$ cat config.mk
export PLATFORM = sky130hd
export DESIGN_NAME = next_fit_partition_allocator
export DESIGN_NICKNAME = d
export VERILOG_FILES = /design/src/hw/rtl/nfpa_pkg.sv /design/src/hw/rtl/nfpa_ram.sv /design/src/hw/rtl/nfpa_alu.sv /design/src/hw/rtl/next_fit_partition_allocator.sv
export VERILOG_INCLUDE_DIRS = /design/src /design/src/hw/rtl
export SDC_FILE = /design/constraint.sdc
export NUM_CORES = 1
export LEC_CHECK = 0
export BUFFER_PORTS_ARGS = -buffer_cell sky130_fd_sc_hd__clkbuf_2
export CORE_MARGIN = 5
export CORE_UTILIZATION = 48
export CTS_CLUSTER_SIZE = 30
export DETAILED_ROUTE_END_ITERATION = 8
export PLACE_DENSITY = 0.75
export SLEW_MARGIN = 20
export SYNTH_ARGS = -nofsm -noshare
export SYNTH_HDL_FRONTEND = slang
export SYNTH_SLANG_ARGS = --single-unit
$ cat constraint.sdc
create_clock -name clk -period 13 [get_ports clk]
set_clock_uncertainty 0.15 [all_clocks]
set_input_delay 2.6 -clock clk [delete_from_list [all_inputs] [get_ports clk]]
set_output_delay 2.6 -clock clk [all_outputs]
set_load 0.02 [all_outputs]
$ cat src/hw/rtl/next_fit_partition_allocator_macros.svh
// assertion macros for the next-fit partition allocator
`ifndef NEXT_FIT_PARTITION_ALLOCATOR_MACROS_SVH
`define NEXT_FIT_PARTITION_ALLOCATOR_MACROS_SVH

// same-cycle implication, checked outside reset
`define NFPA_ASSERT_NOW(label, clk, rst_n, ante, cons, msg) \
    label: assert property (@(posedge clk) disable iff (!rst_n) (ante) |-> (cons)) \
        else $error(msg);

// next-cycle implication, checked outside reset
`define NFPA_ASSERT_NEXT(label, clk, rst_n, ante, cons, msg) \
    label: assert property (@(posedge clk) disable iff (!rst_n) (ante) |=> (cons)) \
        else $error(msg);

`endif

$ cat src/hw/rtl/nfpa_pkg.sv
// package: types, codes and sizes of the next-fit partition allocator
package nfpa_pkg;

    localparam int MAX_BLOCKS = 16;
    localparam int SIZE_BITS  = 16;
    localparam int IDX_W      = $clog2(MAX_BLOCKS);
    localparam int CNT_W      = $clog2(MAX_BLOCKS + 1);
    localparam int TOT_W      = 20;

    typedef enum logic [1:0] {
        OP_LOAD   = 2'd0,
        OP_ALLOC  = 2'd1,
        OP_REPORT = 2'd2,
        OP_READ   = 2'd3
    } op_t;

    typedef enum logic [1:0] {
        ST_OK     = 2'd0,
        ST_NO_FIT = 2'd1,
        ST_BAD    = 2'd2
    } status_t;

    typedef enum logic {
        ALU_ADD = 1'b0,
        ALU_SUB = 1'b1
    } alu_op_t;

    typedef enum logic [1:0] {
        S_IDLE,
        S_SCAN,
        S_RD_OUT
    } state_t;

    typedef struct packed {
        op_t         op;
        logic [15:0] amount;
        logic [7:0]  owner_tag;
        logic [3:0]  entry_select;
    } cmd_t;

    typedef struct packed {
        status_t     status;
        logic [3:0]  block_index;
        logic [15:0] leftover;
        logic [7:0]  owner_id;
        logic [15:0] block_capacity;
        logic        block_taken;
        logic [19:0] internal_total;
        logic [19:0] external_total;
    } result_t;

    // one table row as held in the ram
    typedef struct packed {
        logic [SIZE_BITS-1:0] size;
        logic [SIZE_BITS-1:0] rem;
        logic [7:0]           owner;
    } entry_t;

endpackage

$ cat src/hw/rtl/nfpa_ram.sv
// generic single-port ram with registered read
module nfpa_ram #(
    parameter int WIDTH = 8,
    parameter int DEPTH = 16
) (
    input  logic                     clk,
    input  logic                     we,
    input  logic [$clog2(DEPTH)-1:0] addr,
    input  logic [WIDTH-1:0]         wdata,
    output logic [WIDTH-1:0]         rdata
);

    logic [WIDTH-1:0] mem [DEPTH];

    always_ff @(posedge clk)
    begin
        if (we)
        begin
            mem[addr] <= wdata;
        end
        rdata <= mem[addr];
    end

endmodule

$ cat src/hw/rtl/nfpa_alu.sv
// shared adder: saturating accumulate or subtract with borrow
module nfpa_alu (
    input  nfpa_pkg::alu_op_t             op,
    input  logic [nfpa_pkg::TOT_W-1:0]    a,
    input  logic [nfpa_pkg::SIZE_BITS-1:0] b,
    output logic [nfpa_pkg::TOT_W-1:0]    y,
    output logic                          flag
);
    import nfpa_pkg::*;

    logic [TOT_W:0] b_ext;
    logic [TOT_W:0] b_opnd;
    logic [TOT_W:0] sum;

    assign b_ext  = {{(TOT_W + 1 - SIZE_BITS){1'b0}}, b};
    assign b_opnd = (op == ALU_SUB) ? ~b_ext : b_ext;
    assign sum    = {1'b0, a} + b_opnd + {{TOT_W{1'b0}}, (op == ALU_SUB)};

    // carry on add means overflow, top bit on subtract means borrow
    assign flag = sum[TOT_W];

    always_comb
    begin
        if (op == ALU_ADD && sum[TOT_W])
        begin
            y = '1;
        end
        else
        begin
            y = sum[TOT_W-1:0];
        end
    end

endmodule

$ cat src/hw/rtl/next_fit_partition_allocator.sv
// top level: sequencer, partition table and shared adder of the allocator
//
// Command interface: drive cmd and raise start while busy is low; the
// transaction is taken at that clock edge. Each command gives exactly one
// result: done is high for one cycle with result valid, and the receiver
// must take it then, as there is no way to hold it off.
// Operations: load appends a partition, allocate grants the next unused
// partition that fits (next fit from the rotating pointer), report sums the
// internal and external fragmentation, read returns one table entry.
// Completion: load, a load into a full table and a read beyond the loaded
// entries give done in the cycle after start; a read of a loaded entry
// passes through S_RD_OUT, which takes the ram data into the result.
// Allocate and report walk the loaded entries through the single ram port
// and the shared adder one entry a cycle. busy is high for the walk.
// A new command may start in the cycle that done is shown.
// Reset clears the table count, the used flags, the scan pointer and the
// failure flag; the partition ram needs no clearing since an entry is
// read only once loaded.
module next_fit_partition_allocator (
    input  logic              clk,
    input  logic              rst_n,
    input  logic              start,
    output logic              busy,
    input  nfpa_pkg::cmd_t    cmd,
    output logic              done,
    output nfpa_pkg::result_t result
);
    import nfpa_pkg::*;

    `include "next_fit_partition_allocator_macros.svh"

    state_t               state_reg, state_next;
    logic [CNT_W-1:0]     count_reg, count_next;
    logic [IDX_W-1:0]     ptr_reg, ptr_next;
    logic                 failed_reg, failed_next;
    logic [MAX_BLOCKS-1:0] used_reg, used_next;
    logic                 pend_reg, pend_next;
    logic [CNT_W-1:0]     iss_reg, iss_next;
    logic                 done_reg, done_next;

    op_t                  op_reg, op_next;
    logic [SIZE_BITS-1:0] amount_reg, amount_next;
    logic [7:0]           tag_reg, tag_next;
    logic [IDX_W-1:0]     j_reg, j_next;
    logic [IDX_W-1:0]     pidx_reg, pidx_next;
    logic [TOT_W-1:0]     itot_reg, itot_next;
    logic [TOT_W-1:0]     etot_reg, etot_next;
    result_t              result_reg, result_next;

    logic                 ram_we;
    logic [IDX_W-1:0]     ram_addr;
    entry_t               ram_wdata;
    entry_t               ram_rdata;

    alu_op_t              alu_op;
    logic [TOT_W-1:0]     alu_a;
    logic [SIZE_BITS-1:0] alu_b;
    logic [TOT_W-1:0]     alu_y;
    logic                 alu_flag;

    logic                 p_used;
    logic                 hit;
    logic                 all_issued;
    logic [CNT_W-1:0]     j_inc;

    nfpa_ram #(
        .WIDTH ($bits(entry_t)),
        .DEPTH (MAX_BLOCKS)
    ) u_ram (
        .clk   (clk),
        .we    (ram_we),
        .addr  (ram_addr),
        .wdata (ram_wdata),
        .rdata (ram_rdata)
    );

    nfpa_alu u_alu (
        .op   (alu_op),
        .a    (alu_a),
        .b    (alu_b),
        .y    (alu_y),
        .flag (alu_flag)
    );

    assign p_used     = used_reg[pidx_reg];
    assign all_issued = (iss_reg == count_reg);
    assign j_inc      = {1'b0, j_reg} + CNT_W'(1);

    // allocate subtracts the request from the row, report accumulates
    always_comb
    begin
        if (op_reg == OP_ALLOC)
        begin
            alu_op = ALU_SUB;
            alu_a  = TOT_W'(ram_rdata.rem);
            alu_b  = amount_reg;
        end
        else
        begin
            alu_op = ALU_ADD;
            alu_a  = p_used ? itot_reg : etot_reg;
            alu_b  = ram_rdata.rem;
        end
    end

    assign hit = (state_reg == S_SCAN) && (op_reg == OP_ALLOC) && pend_reg
                 && !p_used && !alu_flag;

    always_ff @(posedge clk or negedge rst_n)
    begin
        if (!rst_n)
        begin
            state_reg  <= S_IDLE;
            count_reg  <= '0;
            ptr_reg    <= '0;
            failed_reg <= 1'b0;
            used_reg   <= '0;
            pend_reg   <= 1'b0;
            iss_reg    <= '0;
            done_reg   <= 1'b0;
        end
        else
        begin
            state_reg  <= state_next;
            count_reg  <= count_next;
            ptr_reg    <= ptr_next;
            failed_reg <= failed_next;
            used_reg   <= used_next;
            pend_reg   <= pend_next;
            iss_reg    <= iss_next;
            done_reg   <= done_next;
        end
    end

    always_ff @(posedge clk)
    begin
        op_reg     <= op_next;
        amount_reg <= amount_next;
        tag_reg    <= tag_next;
        j_reg      <= j_next;
        pidx_reg   <= pidx_next;
        itot_reg   <= itot_next;
        etot_reg   <= etot_next;
        result_reg <= result_next;
    end

    always_comb
    begin
        state_next  = state_reg;
        count_next  = count_reg;
        ptr_next    = ptr_reg;
        failed_next = failed_reg;
        used_next   = used_reg;
        pend_next   = pend_reg;
        iss_next    = iss_reg;
        done_next   = 1'b0;
        op_next     = op_reg;
        amount_next = amount_reg;
        tag_next    = tag_reg;
        j_next      = j_reg;
        pidx_next   = pidx_reg;
        itot_next   = itot_reg;
        etot_next   = etot_reg;
        result_next = result_reg;
        ram_we      = 1'b0;
        ram_addr    = j_reg;
        ram_wdata   = ram_rdata;

        unique case (state_reg)
            S_IDLE:
            begin
                if (start)
                begin
                    op_next     = cmd.op;
                    amount_next = cmd.amount;
                    tag_next    = cmd.owner_tag;
                    pend_next   = 1'b0;
                    iss_next    = '0;
                    itot_next   = '0;
                    etot_next   = '0;
                    unique case (cmd.op)
                        OP_LOAD:
                        begin
                            result_next = '0;
                            done_next   = 1'b1;
                            if (count_reg == CNT_W'(MAX_BLOCKS))
                            begin
                                result_next.status = ST_BAD;
                            end
                            else
                            begin
                                ram_we          = 1'b1;
                                ram_addr        = count_reg[IDX_W-1:0];
                                ram_wdata.size  = cmd.amount;
                                ram_wdata.rem   = cmd.amount;
                                ram_wdata.owner = cmd.owner_tag;
                                used_next[count_reg[IDX_W-1:0]] = 1'b0;
                                count_next = count_reg + CNT_W'(1);
                                result_next.status         = ST_OK;
                                result_next.block_index    = 4'(count_reg[IDX_W-1:0]);
                                result_next.leftover       = cmd.amount;
                                result_next.block_capacity = cmd.amount;
                            end
                        end
                        OP_ALLOC:
                        begin
                            // a stale pointer restarts the walk at entry zero
                            j_next     = ({1'b0, ptr_reg} < count_reg) ? ptr_reg : '0;
                            state_next = S_SCAN;
                        end
                        OP_REPORT:
                        begin
                            j_next     = '0;
                            state_next = S_SCAN;
                        end
                        OP_READ:
                        begin
                            if (CNT_W'(cmd.entry_select) >= count_reg)
                            begin
                                result_next        = '0;
                                result_next.status = ST_BAD;
                                done_next          = 1'b1;
                            end
                            else
                            begin
                                ram_addr   = IDX_W'(cmd.entry_select);
                                pidx_next  = IDX_W'(cmd.entry_select);
                                state_next = S_RD_OUT;
                            end
                        end
                        default:
                        begin
                            state_next = S_IDLE;
                        end
                    endcase
                end
            end

            S_SCAN:
            begin
                // check the row read last cycle, issue the next one
                if (pend_reg && op_reg == OP_REPORT)
                begin
                    if (p_used)
                    begin
                        itot_next = alu_y;
                    end
                    else if (failed_reg)
                    begin
                        etot_next = alu_y;
                    end
                end

                if (hit)
                begin
                    ram_we          = 1'b1;
                    ram_addr        = pidx_reg;
                    ram_wdata.size  = ram_rdata.size;
                    ram_wdata.rem   = alu_y[SIZE_BITS-1:0];
                    ram_wdata.owner = tag_reg;
                    used_next[pidx_reg] = 1'b1;
                    ptr_next  = pidx_reg;
                    pend_next = 1'b0;
                    result_next                = '0;
                    result_next.status         = ST_OK;
                    result_next.block_index    = 4'(pidx_reg);
                    result_next.leftover       = alu_y[15:0];
                    result_next.owner_id       = tag_reg;
                    result_next.block_capacity = ram_rdata.size;
                    result_next.block_taken    = 1'b1;
                    done_next  = 1'b1;
                    state_next = S_IDLE;
                end
                else if (all_issued)
                begin
                    pend_next   = 1'b0;
                    result_next = '0;
                    done_next   = 1'b1;
                    state_next  = S_IDLE;
                    if (op_reg == OP_ALLOC)
                    begin
                        result_next.status = ST_NO_FIT;
                        failed_next        = 1'b1;
                    end
                    else
                    begin
                        result_next.status         = ST_OK;
                        result_next.internal_total = itot_next;
                        result_next.external_total = etot_next;
                    end
                end
                else
                begin
                    ram_addr  = j_reg;
                    pend_next = 1'b1;
                    pidx_next = j_reg;
                    iss_next  = iss_reg + CNT_W'(1);
                    j_next    = (j_inc < count_reg) ? j_inc[IDX_W-1:0] : '0;
                end
            end

            S_RD_OUT:
            begin
                result_next                = '0;
                result_next.status         = ST_OK;
                result_next.block_index    = 4'(pidx_reg);
                result_next.leftover       = ram_rdata.rem;
                result_next.owner_id       = p_used ? ram_rdata.owner : 8'd0;
                result_next.block_capacity = ram_rdata.size;
                result_next.block_taken    = p_used;
                done_next  = 1'b1;
                state_next = S_IDLE;
            end

            default:
            begin
                state_next = S_IDLE;
            end
        endcase
    end

    assign busy   = (state_reg != S_IDLE);
    assign done   = done_reg;
    assign result = result_reg;

    `NFPA_ASSERT_NOW(a_done_idle, clk, rst_n, done_reg, state_reg == S_IDLE,
        "result shown while the sequencer is still walking")
    `NFPA_ASSERT_NEXT(a_start_progress, clk, rst_n, start && !busy, busy || done,
        "accepted transaction neither completed nor held the block busy")
    `NFPA_ASSERT_NOW(a_taken_used, clk, rst_n, done_reg && result_reg.block_taken,
        used_reg[result_reg.block_index[IDX_W-1:0]],
        "reported taken block is not marked used")
    `NFPA_ASSERT_NOW(a_count_range, clk, rst_n, pend_reg, iss_reg <= count_reg,
        "walk issued more rows than are loaded")

endmodule

==> metrics.txt <==
status=completed; grt total ovfl=0; Die ar.=0.0812 mm^2; Largest register FFs=640; final hold vios=0; Root Driver=clkbuf_16; Psw=between 4 and 5 mW; top_reg_cell synth=edfxtp_1; RD Place Congestion=between 0.9 and 1; TNS Setup=0 ns; post-synthesis cell count=2,085; HP Start=used_reg[9]$_DFFE_PN0P_; Synth Area in Simple Gates=0.0413; initial antenna violation count=4; post-DP HPWL=between 50,000 and 60,000 um; CP startpoint=pidx_reg[0]$_DFFE_PP_; MaxCap Viol Count=0; global-route wire length before repair=between 100,000 and 150,000 um; Slowest Stage Delay on Critical Path=a little under 0.9 ns; cell area after synthesis=about 0.036 mm^2; Max Slew Vio Count=0; largest family of logic cells by synthesized area=multiplexers; Die Y-Extent=285 um; CTS tree=built; Die W=~280 um; period utilization=0.705; vias in the first global route=slightly above 20,000; CP delay by family, top=buffers and inverters; EDFF count, synth=between 800 and 900; number of post-CTS setup repair buffers=0; worst r2r dst=u_ram.rdata[36]$_DFF_P_; Internal=roughly 7.5 mW; H-tree levels=3; Critical Path AT=9.48 ns; port buffer count=around 120; setup ws final=3.84 ns; Slew @ Worst Pin=1.17 ns; drt initial violations=around 2,400; Req. time, crit path=~13 ns; P_leak=about 14 nW; I/O pins=122; # diodes=0; Clock transition at path regs=~0.060 ns; Synth Area in Adders=0.0143; Starting Density=0.486; Yosys Warn Count=0; Critical Path End Type=flip-flop; Post-CTS Hold Buffers=0; Core Box Area=between 0.07 and 0.08 mm^2; f_max=about 110 MHz; most common cell after layout, fill and taps aside=edfxtp_1; final non-filler cell total=roughly 3,300; Synth Area in XOR/XNOR=0.00700; Site Rows=100; hold endpoint=used_reg[9]$_DFFE_PN0P_; crit start category=flip-flop; CTS resizes=0; Nets=between 2,000 and 2,500; Clock Path Buffers=3; Clock Power Share=0.225; Hold Crit Class=flip-flop to flip-flop; Placement Setup Slack=about 3.9 ns; reg2reg setup slack=approximately 3.8 ns; sequential power share=0.363; Yosys cell types=68; Sw Share=0.367; RR Startpoint=pidx_reg[0]$_DFFE_PP_; Pwr Density=289 mW/mm^2; 1st-pass router iterations=9; clock buffer count from CTS=87; combinational group share of total power=0.412; placed insts=approximately 3,100; final setup vio count=0; crit-path most repeated cell=mux2i_1; FF+latch count, synth=about 880; Vias=roughly 20,000; ys async rst share=0.0400; Sink Count=between 800 and 900; Hold Path Stages=1; total routed wirelength=87,600 um; Post-DRT Antenna Nets=0; CP bufs+invs=4; post-synthesis mux area share=0.144; Remaining DRCs=0; unrepaired setup endpoints after global routing=no; Seq/Total Area, Yosys=0.709; peak supply drop=~0.4 mV; worst-path maximum fanout=between 100 and 150; max_slew headroom=0.216; Synth Area in Compound Gates=0.0629; routed len/inst=around 27 um; later-pin clock latency in the skew report=0.65 ns; Overall Global Routing Usage=0.212; critical path class=flip-flop to flip-flop; Synth Area per Inst=17.4 um^2; slowest CP cell=buf_4; largest net degree at the start of global routing=roughly 110; commonest cells after routing, fill and taps aside=edfxtp_1 (801), mux4_2 (162), mux2i_1 (152), clkbuf_2 (121), nor2_1 (111); Syn-to-layout area delta=13.5%; via/cell ratio=6.24; net count after synthesis=between 2,000 and 2,500; reg2reg path depth=27; layout cells sized above 1=0.226; post-layout minimum cycle time=approximately 9 ns
[cell type report]
type	instances	area, um^2
flip-flops and latches	876	25700
repair buffers	168	975
well taps	969	1210
clock buffers	121	2510
clock inverters	40	611
multi-input cells	1050	10000
inverters	37	139
fillers	5638	33500
[worst max-delay path by stage]
stage,end,cells past startpoint
floorplan,result[0]$_DFFE_PP_,25
global placement,u_ram.rdata[27]$_DFF_P_,27
detailed placement,u_ram.rdata[27]$_DFF_P_,27
CTS,u_ram.rdata[36]$_DFF_P_,27
global route,u_ram.rdata[36]$_DFF_P_,27
finish,u_ram.rdata[36]$_DFF_P_,27
[power by group through the flow]
stage / clock network (mW) / registers [mW] / logic [mW]
floorplan: 0 / 4.44 / 3.47
global placement: 0 / 4.36 / 4.75
detailed placement: 0 / 4.36 / 4.87
CTS: 2.72 / 4.31 / 4.91
global route: 2.85 / 4.35 / 5.28
finish: 2.68 / 4.32 / 4.89
[cells by family after synthesis]
kind of cell    count (synthesis)
mux                           320
xor+xnor                       29
compound gates                328
buf+inv                       159
simple gates                  332
fa+ha+maj                      41
flops                         876
[worst reg2reg max path, delay by kind of cell (launching register included)]
kind	cells	cell delay (ns)
AO/OA/AOI/OAI	9	1.58
flip-flops	1	0.86
buffers and inverters	4	2.39
AND/OR/NAND/NOR	5	1.23
multiplexers	7	2.13
adder cells (fa/ha/maj)	2	0.69
[synthesized netlist by cell type (all sizes together), types with 13 or more instances]
master,number,area share
dfxtp,40,0.022
o21ai,94,0.013
a21oi,31,0.0043
a22o,50,0.012
dfrtp,35,0.024
a211oi,45,0.0093
nor2b,13,0.0022
clkbuf,76,0.0079
nand3,27,0.0037
nand2,95,0.0098
nor3,31,0.0043
edfxtp,801,0.66
a22oi,29,0.0061
buf,46,0.0094
a21o,17,0.0035
xnor2,17,0.0041
mux2i,153,0.042
mux4,162,0.10
nor2,121,0.013
inv,36,0.0037
ha,40,0.014
[metrics by stage]
step / util / cell area (um^2) / hold slack, ns / power (mW)
detailed placement: 0.509 / 38000 / 0.333 / 9.23
CTS: 0.551 / 41200 / 0.345 / 11.9
global route: 0.551 / 41200 / 0.356 / 12.5
global placement: 0.509 / 38000 / 0.305 / 9.10
finish: 0.551 / 41200 / 0.344 / 11.9
floorplan: - / 36300 / 0.286 / 7.91
[metal layers]
| metal | part of all wire | vias to the layer above | global-route usage |
|---|---|---|---|
| met5 | 0.00015 | - | 0 |
| met4 | 0.029 | 2 | 0.0620 |
| met3 | 0.097 | 172 | 0.0413 |
| met2 | 0.48 | 1124 | 0.340 |
| met1 | 0.40 | 10400 | 0.302 |
| li1 | - | 8643 | - |
(Power assumes the default switching activity.)
